$ cat config.mk
export PLATFORM = sky130hd
export DESIGN_NAME = uart_frame_receiver
export DESIGN_NICKNAME = d
export VERILOG_FILES = /design/src/design/ufr_pkg.sv /design/src/design/ufr_front.sv /design/src/design/ufr_queue.sv /design/src/design/uart_frame_receiver.sv
export VERILOG_INCLUDE_DIRS = /design/src /design/src/design
export SDC_FILE = /design/constraint.sdc
export NUM_CORES = 1
export LEC_CHECK = 0
export BUFFER_PORTS_ARGS = -buffer_cell sky130_fd_sc_hd__buf_2
export CAP_MARGIN = 20
export CORE_UTILIZATION = 40
export DETAILED_ROUTE_END_ITERATION = 16
export REMOVE_ABC_BUFFERS = 1
export SLEW_MARGIN = 20
export SYNTH_ARGS = -nofsm -noshare
export SYNTH_HDL_FRONTEND = slang
export SYNTH_SLANG_ARGS = --single-unit
$ cat constraint.sdc
create_clock -name clock -period 10.79 [get_ports clock]
set_clock_uncertainty 0.05 [all_clocks]
set_input_delay 1.079 -clock clock [delete_from_list [all_inputs] [get_ports clock]]
set_output_delay 1.079 -clock clock [all_outputs]
set_load 0.01 [all_outputs]
$ cat src/design/uart_frame_receiver_macros.svh
// ---------------------------------------------------------------------------
// Assertion macros for the frame receiver
// Shared forms for the concurrent checks used in the design modules.
// ---------------------------------------------------------------------------
`ifndef UART_FRAME_RECEIVER_MACROS_SVH
`define UART_FRAME_RECEIVER_MACROS_SVH

// Implication checked on every rising clock edge outside reset.
`define UFR_ASSERT_IMP(label, clk, rst, ante, cons, msg) \
   label: assert property (@(posedge clk) disable iff (rst) (ante) |-> (cons)) \
      else $error(msg);

// Implication checked in the cycle after the antecedent.
`define UFR_ASSERT_NEXT(label, clk, rst, ante, cons, msg) \
   label: assert property (@(posedge clk) disable iff (rst) (ante) |=> (cons)) \
      else $error(msg);

`endif

$ cat src/design/ufr_pkg.sv
// ---------------------------------------------------------------------------
// Frame receiver package
// Types, codes and CRC byte-update functions shared by the receiver modules.
// ---------------------------------------------------------------------------
`default_nettype none
package ufr_pkg;

   localparam int unsigned QueueDepth = 4;
   localparam int unsigned QueuePtrW  = $clog2(QueueDepth);

   localparam logic [7:0] StartByte  = 8'h53;
   localparam logic [7:0] MagicByte  = 8'h42;
   localparam logic [15:0] Crc16Poly = 16'h1021;
   localparam logic [31:0] Crc32Poly = 32'hedb88320;

   localparam logic [0:0] CsrVersion = 1'b0;
   localparam logic [0:0] CsrMaxLen  = 1'b1;

   typedef enum logic [1:0] {
      KIND_HEADER  = 2'd0,
      KIND_PAYLOAD = 2'd1,
      KIND_END     = 2'd2
   } kind_type;

   typedef enum logic [2:0] {
      ST_OK       = 3'd0,
      ST_MAGIC    = 3'd1,
      ST_HDR_CRC  = 3'd2,
      ST_VER_LEN  = 3'd3,
      ST_PLD_CRC  = 3'd4
   } status_type;

   typedef enum logic [3:0] {
      PH_HUNT    = 4'b0001,
      PH_HEADER  = 4'b0010,
      PH_PAYLOAD = 4'b0100,
      PH_PCRC    = 4'b1000
   } phase_type;

   typedef struct packed {
      kind_type   kind;
      logic [7:0] pkt_type;
      logic [7:0] pkt_flags;
      logic [15:0] seq_num;
      logic [31:0] session;
      logic [31:0] byte_offset;
      logic [15:0] payload_len;
      logic [7:0] payload_byte;
      status_type status;
      logic       last;
   } result_type;

   function automatic logic [15:0] crc16_byte(input logic [15:0] crc, input logic [7:0] b);
      logic [15:0] c;
      c = crc ^ {b, 8'h00};
      for (int i = 0; i < 8; i++) begin
         c = c[15] ? ((c << 1) ^ Crc16Poly) : (c << 1);
      end
      return c;
   endfunction

   function automatic logic [31:0] crc32_byte(input logic [31:0] crc, input logic [7:0] b);
      logic [31:0] c;
      c = crc ^ {24'd0, b};
      for (int i = 0; i < 8; i++) begin
         c = c[0] ? ((c >> 1) ^ Crc32Poly) : (c >> 1);
      end
      return c;
   endfunction

endpackage
`default_nettype wire

$ cat src/design/ufr_front.sv
// ---------------------------------------------------------------------------
// Frame receiver front end
// Tracks frame phase, collects and checks header and payload, forms results.
// ---------------------------------------------------------------------------
`default_nettype none
module ufr_front import ufr_pkg::*; (
   input  wire logic       clock,
   input  wire logic       reset,
   input  wire logic       byte_valid,
   input  wire logic [7:0] byte_data,
   input  wire logic [7:0] version_cfg,
   input  wire logic [15:0] max_len_cfg,
   output result_type      res,
   output logic            res_valid
);

   phase_type   phase_ff, phase_in;
   logic [15:0] count_ff, count_in;
   logic [7:0]  hdr_ff [2:17];
   logic [15:0] hcrc_ff, hcrc_in;
   logic [7:0]  rxcrc_lo_ff;
   logic [31:0] pcrc_ff, pcrc_in;
   logic [23:0] rxp_ff;
   logic [15:0] len_ff, len_in;
   logic [15:0] hdr_len;

   assign hdr_len = {hdr_ff[17], hdr_ff[16]};

   always_comb begin
      phase_in  = phase_ff;
      count_in  = count_ff;
      hcrc_in   = hcrc_ff;
      pcrc_in   = pcrc_ff;
      len_in    = len_ff;
      res       = '0;
      res_valid = 1'b0;
      if (byte_valid) begin
         case (phase_ff)
            PH_HUNT: begin
               if (byte_data == StartByte) begin
                  hcrc_in  = crc16_byte(16'hffff, byte_data);
                  count_in = 16'd1;
                  phase_in = PH_HEADER;
               end
            end
            PH_HEADER: begin
               if (count_ff == 16'd1 && byte_data != MagicByte) begin
                  res.kind   = KIND_END;
                  res.status = ST_MAGIC;
                  res.last   = 1'b1;
                  res_valid  = 1'b1;
                  phase_in   = PH_HUNT;
                  count_in   = '0;
               end else if (count_ff < 16'd18) begin
                  hcrc_in  = crc16_byte(hcrc_ff, byte_data);
                  count_in = count_ff + 16'd1;
               end else if (count_ff == 16'd18) begin
                  hcrc_in  = crc16_byte(hcrc_ff, 8'h00);
                  count_in = count_ff + 16'd1;
               end else begin
                  hcrc_in   = crc16_byte(hcrc_ff, 8'h00);
                  res_valid = 1'b1;
                  count_in  = '0;
                  if (hcrc_in != {byte_data, rxcrc_lo_ff}) begin
                     res.kind   = KIND_END;
                     res.status = ST_HDR_CRC;
                     res.last   = 1'b1;
                     phase_in   = PH_HUNT;
                  end else if (hdr_ff[2] != version_cfg || hdr_len > max_len_cfg) begin
                     res.kind   = KIND_END;
                     res.status = ST_VER_LEN;
                     res.last   = 1'b1;
                     phase_in   = PH_HUNT;
                  end else begin
                     res.kind        = KIND_HEADER;
                     res.pkt_type    = hdr_ff[3];
                     res.pkt_flags   = hdr_ff[4];
                     res.seq_num     = {hdr_ff[7], hdr_ff[6]};
                     res.session     = {hdr_ff[11], hdr_ff[10], hdr_ff[9], hdr_ff[8]};
                     res.byte_offset = {hdr_ff[15], hdr_ff[14], hdr_ff[13], hdr_ff[12]};
                     res.payload_len = hdr_len;
                     len_in          = hdr_len;
                     pcrc_in         = 32'hffffffff;
                     phase_in        = (hdr_len == 16'd0) ? PH_PCRC : PH_PAYLOAD;
                  end
               end
            end
            PH_PAYLOAD: begin
               pcrc_in          = crc32_byte(pcrc_ff, byte_data);
               count_in         = count_ff + 16'd1;
               res.kind         = KIND_PAYLOAD;
               res.payload_byte = byte_data;
               res_valid        = 1'b1;
               if (count_in >= len_ff) begin
                  count_in = '0;
                  phase_in = PH_PCRC;
               end
            end
            PH_PCRC: begin
               if (count_ff[1:0] != 2'd3) begin
                  count_in = {14'd0, count_ff[1:0] + 2'd1};
               end else begin
                  res.kind   = KIND_END;
                  res.status = (~pcrc_ff == {byte_data, rxp_ff}) ? ST_OK : ST_PLD_CRC;
                  res.last   = 1'b1;
                  res_valid  = 1'b1;
                  phase_in   = PH_HUNT;
                  count_in   = '0;
               end
            end
            default: begin
               phase_in = PH_HUNT;
               count_in = '0;
            end
         endcase
      end
   end

   always_ff @(posedge clock) begin
      if (reset) begin
         phase_ff <= PH_HUNT;
         count_ff <= '0;
      end else begin
         phase_ff <= phase_in;
         count_ff <= count_in;
      end
      hcrc_ff <= hcrc_in;
      pcrc_ff <= pcrc_in;
      len_ff  <= len_in;
      if (byte_valid && phase_ff == PH_HEADER) begin
         for (int p = 2; p <= 17; p++) begin
            if (count_ff == 16'(p)) begin
               hdr_ff[p] <= byte_data;
            end
         end
         if (count_ff == 16'd18) begin
            rxcrc_lo_ff <= byte_data;
         end
      end
      if (byte_valid && phase_ff == PH_PCRC) begin
         case (count_ff[1:0])
            2'd0:    rxp_ff[7:0]   <= byte_data;
            2'd1:    rxp_ff[15:8]  <= byte_data;
            2'd2:    rxp_ff[23:16] <= byte_data;
            default: ;
         endcase
      end
   end

`include "uart_frame_receiver_macros.svh"
   `UFR_ASSERT_IMP(a_end_is_last, clock, reset, res_valid, (res.last == (res.kind == KIND_END)), "last flag does not match end result")
   `UFR_ASSERT_NEXT(a_end_to_hunt, clock, reset, res_valid && res.last, phase_ff == PH_HUNT, "frame end did not return to hunting")
   `UFR_ASSERT_IMP(a_pcrc_count, clock, reset, phase_ff == PH_PCRC, count_ff < 16'd4, "payload crc count out of range")

endmodule
`default_nettype wire

$ cat src/design/ufr_queue.sv
// ---------------------------------------------------------------------------
// Frame receiver result queue
// Small queue that decouples result forming from the consumer.
// ---------------------------------------------------------------------------
`default_nettype none
module ufr_queue import ufr_pkg::*; (
   input  wire logic       clock,
   input  wire logic       reset,
   input  wire logic       wr_en,
   input  wire result_type wr_data,
   input  wire logic       rd_en,
   output result_type      rd_data,
   output logic            full,
   output logic            empty
);

   result_type           mem_ff [QueueDepth];
   logic [QueuePtrW-1:0] wptr_ff, rptr_ff;
   logic [QueuePtrW:0]   cnt_ff;

   assign full    = (cnt_ff == (QueuePtrW+1)'(QueueDepth));
   assign empty   = (cnt_ff == '0);
   assign rd_data = mem_ff[rptr_ff];

   always_ff @(posedge clock) begin
      if (reset) begin
         wptr_ff <= '0;
         rptr_ff <= '0;
         cnt_ff  <= '0;
      end else begin
         if (wr_en) wptr_ff <= wptr_ff + 1'b1;
         if (rd_en) rptr_ff <= rptr_ff + 1'b1;
         cnt_ff <= cnt_ff + {{QueuePtrW{1'b0}}, wr_en} - {{QueuePtrW{1'b0}}, rd_en};
      end
      if (wr_en) mem_ff[wptr_ff] <= wr_data;
   end

`include "uart_frame_receiver_macros.svh"
   `UFR_ASSERT_IMP(a_no_overflow, clock, reset, wr_en && !rd_en, !full, "write into full queue")
   `UFR_ASSERT_IMP(a_no_underflow, clock, reset, rd_en, !empty, "read from empty queue")
   `UFR_ASSERT_IMP(a_ptr_count, clock, reset, 1'b1, (QueuePtrW'(cnt_ff) == QueuePtrW'(wptr_ff - rptr_ff)), "pointer difference disagrees with count")

endmodule
`default_nettype wire

$ cat src/design/uart_frame_receiver.sv
// ---------------------------------------------------------------------------
// UART frame receiver
// Deframes CRC-checked packets from a byte stream.
// ---------------------------------------------------------------------------
// One received byte is accepted per clock when full is low. The front end
// checks and classifies each byte in the cycle it arrives; any result is
// written into a four-entry queue at the end of that cycle and reaches the
// rsp_ ports once it is at the queue head. The header CRC and payload CRC
// are each updated a byte per cycle when one is accepted, by one unrolled
// bit loop. full is raised only when the queue holds four unread results.
`default_nettype none
module uart_frame_receiver import ufr_pkg::*; (
   input  wire logic        clock,
   input  wire logic        reset,
   input  wire logic        push,
   output logic             full,
   input  wire logic [7:0]  req_rx_byte,
   output logic             empty,
   input  wire logic        pop,
   output logic [1:0]       rsp_kind,
   output logic [7:0]       rsp_pkt_type,
   output logic [7:0]       rsp_pkt_flags,
   output logic [15:0]      rsp_seq_num,
   output logic [31:0]      rsp_session,
   output logic [31:0]      rsp_byte_offset,
   output logic [15:0]      rsp_payload_len,
   output logic [7:0]       rsp_payload_byte,
   output logic [2:0]       rsp_status,
   output logic             rsp_last,
   input  wire logic        csr_we,
   input  wire logic [0:0]  csr_index,
   input  wire logic [15:0] csr_wdata
);

   logic [7:0]  version_ff;
   logic [15:0] max_len_ff;
   result_type  res, head;
   logic        res_valid, accept;

   assign accept = push && !full;

   always_ff @(posedge clock) begin
      if (reset) begin
         version_ff <= 8'd1;
         max_len_ff <= 16'd1024;
      end else if (csr_we) begin
         case (csr_index)
            CsrVersion: version_ff <= csr_wdata[7:0];
            CsrMaxLen:  max_len_ff <= csr_wdata;
            default:    ;
         endcase
      end
   end

   ufr_front u_front (
      .clock, .reset,
      .byte_valid (accept),
      .byte_data  (req_rx_byte),
      .version_cfg(version_ff),
      .max_len_cfg(max_len_ff),
      .res, .res_valid
   );

   ufr_queue u_queue (
      .clock, .reset,
      .wr_en  (res_valid),
      .wr_data(res),
      .rd_en  (pop && !empty),
      .rd_data(head),
      .full, .empty
   );

   assign rsp_kind         = head.kind;
   assign rsp_pkt_type     = head.pkt_type;
   assign rsp_pkt_flags    = head.pkt_flags;
   assign rsp_seq_num      = head.seq_num;
   assign rsp_session      = head.session;
   assign rsp_byte_offset  = head.byte_offset;
   assign rsp_payload_len  = head.payload_len;
   assign rsp_payload_byte = head.payload_byte;
   assign rsp_status       = head.status;
   assign rsp_last         = head.last;

endmodule
`default_nettype wire

### Word-level counts from Yosys, hierarchy flattened

Memory sizes are Yosys's and may differ from the RTL's. A register that Yosys moved wholly into a read port is not among the register bits.
Index checks and enable logic that the tools add are counted.

* register bits: 147
* memories: 2
* word-level logic and storage cells: 330
* output and inout port bits: 128
* RAM bits: 632
* bits of input ports: 30

* eq/ne operators: 41
* add/subtract/negate cells: 6
* reductions and logical operators: 39
* bitwise operators: 42
* mux-type cells: 183
* $lt $le $gt $ge: 3

Memories
* u_queue.mem_ff: depth 4, width 126, read ports 1, clocked after Yosys merged registers in 1, write ports 1, line ufr_queue.sv:17 `result_type mem_ff [QueueDepth];`
* u_front.hdr_ff: depth 16, width 8, read ports 15, clocked after Yosys merged registers in 0, write ports 1, line ufr_front.sv:19 `logic [7:0] hdr_ff [2:17];`

Operators with widths (count)
* 112-bit two-way mux: 4
* 32-bit two-way mux: 13
* 13-bit two-way mux: 24
* 114-bit two-way mux: 2
* 16-bit by 4-bit == test with 1-bit output (second input constant): 8
* 16-bit two-way mux: 8
* 8-bit two-way mux: 16
* 126-bit two-way mux: 1
* 8-bit OR reduction: 15
* 13-bit NOT with 14-bit output: 8
* 5-bit two-way mux: 15
* 3-bit NOT: 24
* 1-bit two-way mux: 70
* 16-bit by 3-bit == test with 1-bit output (second input constant): 4
* 16-bit one-hot mux with 4 select lines: 1
* 32-bit one-hot mux with 2 select lines: 1
* 4-bit two-way mux: 14
* 16-bit by 5-bit == test with 1-bit output (second input constant): 3
* 16-bit by 2-bit == test with 1-bit output (second input constant): 2
* 32-bit == test: 1
* 32-bit NOT: 1
* 16-bit one-hot mux with 2 select lines: 1
* 32-bit by 8-bit bitwise XOR with 32-bit output: 1
* 16-bit by 1-bit adder with 16-bit output (second input constant): 1
* 41 further kinds: 76

### Depth between registers and ports, before layout

* depth after elaboration: 23
* mapped depth: 16
* gate-level depth less buffers: 14

### Cells and area by module

Synthesis repeated with hierarchy kept, for this count alone.

* cells, all modules: 1787
* area total of the unflattened synthesis: 31457.7 um^2

By module, submodules not included
* ufr_queue: cells each 700, area each 18586.6 um^2, instances 1
* ufr_front: cells each 985, area each 11811.3 um^2, instances 1
* uart_frame_receiver: cells each 102, area each 1059.8 um^2, instances 1

### Worst setup path before layout

OpenSTA, ideal clock, no wires.

* path type: input to register
* from: in req_rx_byte[3]
* to: reg u_front.pcrc_ff[0] (enable)
* path slack: 4.637 ns
* required time: 10.270 ns
* buffers on the path: 1
* arrival time: 5.633 ns
* stages: 8
* library setup time: 0.470 ns
* cell sequence: buf_6 -> xor2_1 -> a211oi_1 -> a31oi_1 -> or4_1 -> or4_4 -> or4_4 -> o31ai_1

* word-level cells in the longest chain between the ends: 4

Ends and longest elaborated chain
* start, declared: line uart_frame_receiver.sv:17 `input wire logic [7:0] req_rx_byte,`
* 8-bit by 7-bit != test with 1-bit output: line ufr_front.sv:47 `if (count_ff == 16'd1 && byte_data != MagicByte) begin`
* 1-bit logical AND: line ufr_front.sv:47
* 2-bit != test (no line)
* 7-bit AND reduction (no line) (*)
* end signal, assigned: line ufr_front.sv:128 `pcrc_ff <= pcrc_in;`
* end, declared: line ufr_front.sv:22 `logic [31:0] pcrc_ff, pcrc_in;`

Mark *: on every way between the ends. The rest lies on a longest branch, timed or not.
A chain may end at the register's enable or synchronous reset.

### Worst setup path after layout

* from: reg u_front.count_ff[0]
* to: mem u_queue.mem_ff[3][58] (netlist bit) (enable)

* word-level cells in the longest chain between the ends: 8

Ends and longest elaborated chain
* start, declared: line ufr_front.sv:18 `logic [15:0] count_ff, count_in;`
* start signal, assigned: line ufr_front.sv:125 `count_ff <= count_in;`
* branches (longest 4 deep; another with 16-bit by 5-bit less-than comparator with 1-bit output)
* 1-bit one-hot mux with 3 select lines (*): line ufr_front.sv:38 `case (phase_ff)`
* 1-bit two-way mux (*): line ufr_front.sv:37 `if (byte_valid) begin`
* 1-bit two-way mux (*): line ufr_queue.sv:35 `if (wr_en) mem_ff[wptr_ff] <= wr_data;`
* 1-bit two-way mux (not written as such) (*): line ufr_queue.sv:35
* end, declared: line ufr_queue.sv:17

Every way passes the cells marked *.

==> summary.txt <==
Status
  – Result of the run: complete, no violations

Die
  – Die area: 0.07878 mm2
  – Vertical die dimension: 280.7 um
  – Area of the core region: 0.07645 mm2
  – Std-Cell Rows: 101
  – Die width: 280.7 um
  – Starting density of the core: 0.4063
  – IO Pins: 158

Critical path
  – Start-to-end type of the worst setup path: register to register
  – Worst reg2reg setup slack: 5910 ps
  – R2r worst-path depth: 10
  – Signal arrival time at the worst endpoint: 5080 ps
  – R2R Path End: u_queue.mem_ff[3][58]
  – Maximum fanout along the worst path: 44
  – Startpoint Class: register
  – Type of destination of the critical path: register
  – Startpoint of the worst register-to-register path: u_front.count_ff[0]
  – Data required time of the critical path: 10990 ps

Route
  – DR iter-0 viols: 979
  – Detailed-route via count: 15710
  – Average routed wire per standard cell: 22.45 um
  – Via density per instance: 5.140
  – Number of routed nets with antenna violations: 0
  – Final wirelength: 68600 um
  – Length of the first detailed-routing pass in iterations: 5
  – Remaining DRCs: 0

Clocking
  – Post-CTS setup buffer count: 0
  – Clk slew on worst S/H paths: 60 ps
  – Htree depth: 3
  – Hold buffer count at CTS: 0
  – CTS tree: done
  – CTS Buf Count: 81
  – CTS Sinks: 773
  – Gates resized, CTS repair: 0
  – Clock Root Buffer: clkbuf_16
  – Clk_lat worst skew: 640 ps
  – Deepest clock path buffer count: 3

Placement
  – Post-detail-place hpwl: 40780 um
  – # port buffers: 157
  – Final GP Congestion: 0.7974

Global route
  – Pin count of the biggest net entering global routing: 97
  – Number of antenna violations at the first check in global routing: 6
  – Overflow left after global routing: 0
  – Number of global-route vias before repair: 16480
  – Global-route wire length before repair: 102600 um
  – GRT Resource Usage Total: 0.1763

Logic synthesis
  – Main synth FF type: edfxtp_1
  – Number of enable-type register cells in the synthesized netlist: 720
  – Mapped Area: 0.03106 mm2
  – Number of unique standard cell types used by synthesis: 65
  – Fraction of registers with async set/reset: 0
  – Flip-flop and latch count after synthesis: 773
  – Count of yosys warnings during synthesis: 0
  – Synthesized area divided by synthesized cell count: 17.58 um2
  – Seq/Total Area, Yosys: 0.7301
  – Syn Inst Count: 1767

Timing
  – Unrepaired setup endpoints after global routing: false
  – Maximum achievable frequency: 204.9 MHz
  – Tightest hold margin: 407.7 ps
  – Final period demand of the worst path: 4880 ps
  – Final Hold Viols: 0
  – Post-route setup TNS: 0 ps
  – Max-slew violation total from the final report: 0
  – Headroom to the max-slew limit: 0.2675
  – Actual slew at the worst max-slew pin: 1099 ps
  – Part of the cycle the worst path needs: 0.4523
  – Final count of negative-setup-slack endpoints: 0

Finish
  – Layout cells sized above 1: 0.2254
  – Count of nets after finishing: 2032
  – Layout-stage area growth over the synthesis result: 15.23%

Min path
  – Cell count of the worst hold path: 2
  – Worst hold path type: register to register
  – Destination of the worst hold path: max_len_ff[5]
  – Startpoint of the tightest hold check path: max_len_ff[5]

Pwr
  – Total power density per cell area: 185.6 mW/mm2
  – Switching share of power: 0.2242
  – VDD IR-drop max: 0.0001077 V
  – Clock share of power: 0.418
  – Cell leakage power: 10.54 nW
  – Switching power summed over all nets: 0.001490 W
  – Design internal power: 0.005153 W
  – Power share of the combinational group: 0.083
  – Part of the total power dissipated in sequential elements: 0.499

Flow run
  – Maxcap violations: 0
[critical path, cell delays in order (launching register included)]
cell	delay [ps]
dfxtp_1	500
ha_1	250
or4b_2	610
nor4_1	260
a21bo_2	290
a21oi_1	160
o311a_1	400
and2_4	380
buf_4	540
buf_12	320
buf_4	630
[power by group through the flow]
| stage | registers [W] | clock network, W | logic [W] |
|---|---|---|---|
| 6_report | 0.00331 | 0.00278 | 0.000551 |
| 4_1_cts | 0.00332 | 0.00284 | 0.000568 |
| 2_1_floorplan | 0.00344 | 0 | 0.000337 |
| 5_1_grt | 0.00332 | 0.00295 | 0.000598 |
| 3_5_place_dp | 0.00338 | 0 | 0.000566 |
| 3_3_place_gp | 0.00338 | 0 | 0.000566 |
[through the flow]
step | cell area [um2] | worst slack (ps) | std cells | total power, W | utilization
after floorplan | 30740 | 3657 | 1691 | 0.003779 | -
final | 35800 | 5910 | 3056 | 0.006643 | 0.4682
after detailed placement | 33060 | 5456 | 2904 | 0.003948 | 0.4324
after CTS | 35730 | 5779 | 3051 | 0.006724 | 0.4673
after global placement | 33060 | 5476 | 2904 | 0.003947 | 0.4324
after global routing | 35790 | 5780 | 3053 | 0.006867 | 0.4681
[synth_stat cells (16+ instances only)]
| master | count | area share |
|---|---|---|
| mux4_2 | 126 | 0.091 |
| clkbuf_1 | 47 | 0.0057 |
| a21oi_1 | 49 | 0.0079 |
| ha_1 | 42 | 0.017 |
| inv_1 | 49 | 0.0059 |
| nand2_1 | 125 | 0.015 |
| xnor2_1 | 82 | 0.023 |
| and2_1 | 129 | 0.026 |
| xor2_1 | 88 | 0.025 |
| dfxtp_1 | 53 | 0.034 |
| nor2_1 | 52 | 0.0063 |
| o21ai_0 | 16 | 0.0026 |
| edfxtp_1 | 720 | 0.70 |
[state kept, by name (all words and copies together) (netlist names), named ones only]
name / cells
u_queue.wptr_ff: 2
max_len_ff: 16
u_front.len_ff: 16
u_front.count_ff: 16
u_front.phase_ff: 4
u_queue.cnt_ff: 3
u_front.pcrc_ff: 32
u_front.rxcrc_lo_ff: 8
u_front.hcrc_ff: 16
u_front.rxp_ff: 24
u_queue.rptr_ff: 2
u_front.hdr_ff: 120
version_ff: 8
u_queue.mem_ff: 504
[cell families after synthesis]
kind of cell             count (synthesis)  synth area share
AO/OA/AOI/OAI                          123           0.02610
XOR/XNOR                               172           0.04898
adder cells (fa/ha/maj)                 43           0.01756
buffers and inverters                  125           0.01643
flip-flops                             773            0.7301
multiplexers                           130           0.09268
AND/OR/NAND/NOR                        401           0.06811
[layout by cell type (no fill, tap or decap), types with 42 or more instances in the layout]
| cell type | n |
|---|---|
| dfxtp_1 | 51 |
| buf_2 | 157 |
| inv_1 | 49 |
| nor2_1 | 52 |
| xnor2_1 | 82 |
| nand2_1 | 125 |
| xor2_1 | 88 |
| mux4_2 | 126 |
| clkbuf_16 | 83 |
| ha_1 | 42 |
| edfxtp_1 | 720 |
| and2_1 | 125 |
| a21oi_1 | 48 |
[worst max-delay path by stage]
stage	endpoint	from	slack, ps
after floorplan	u_queue.mem_ff[0][0]	u_front.phase_ff[2]	3660
after global placement	u_queue.mem_ff[3][30]	req_rx_byte[2]	5480
after detailed placement	u_queue.mem_ff[3][33]	req_rx_byte[2]	5460
after CTS	u_queue.mem_ff[3][33]	u_front.count_ff[0]	5780
after global routing	u_queue.mem_ff[3][33]	u_front.count_ff[0]	5780
final	u_queue.mem_ff[3][58]	u_front.count_ff[0]	5910
[final cells by class]
class | instances | area, um2
Sequential cell | 773 | 22690
Clock buffer | 97 | 2160
Tap cell | 1030 | 1289
Inverter | 49 | 183.9
Fill cell | 6443 | 40660
Multi-Input combinational cell | 869 | 7919
Clock inverter | 50 | 513.0
Antenna cell | 3 | 7.507
Timing Repair Buffer | 185 | 1036
[per-layer routing]
metal	up-vias	GRT usage	routed length (um)
li1	7185	-	-
met1	8102	0.2389	30470
met2	346	0.2963	33940
met3	70	0.02743	3014
met4	4	0.04624	1138
met5	-	0	29
Power figures use the tool's default switching activity.
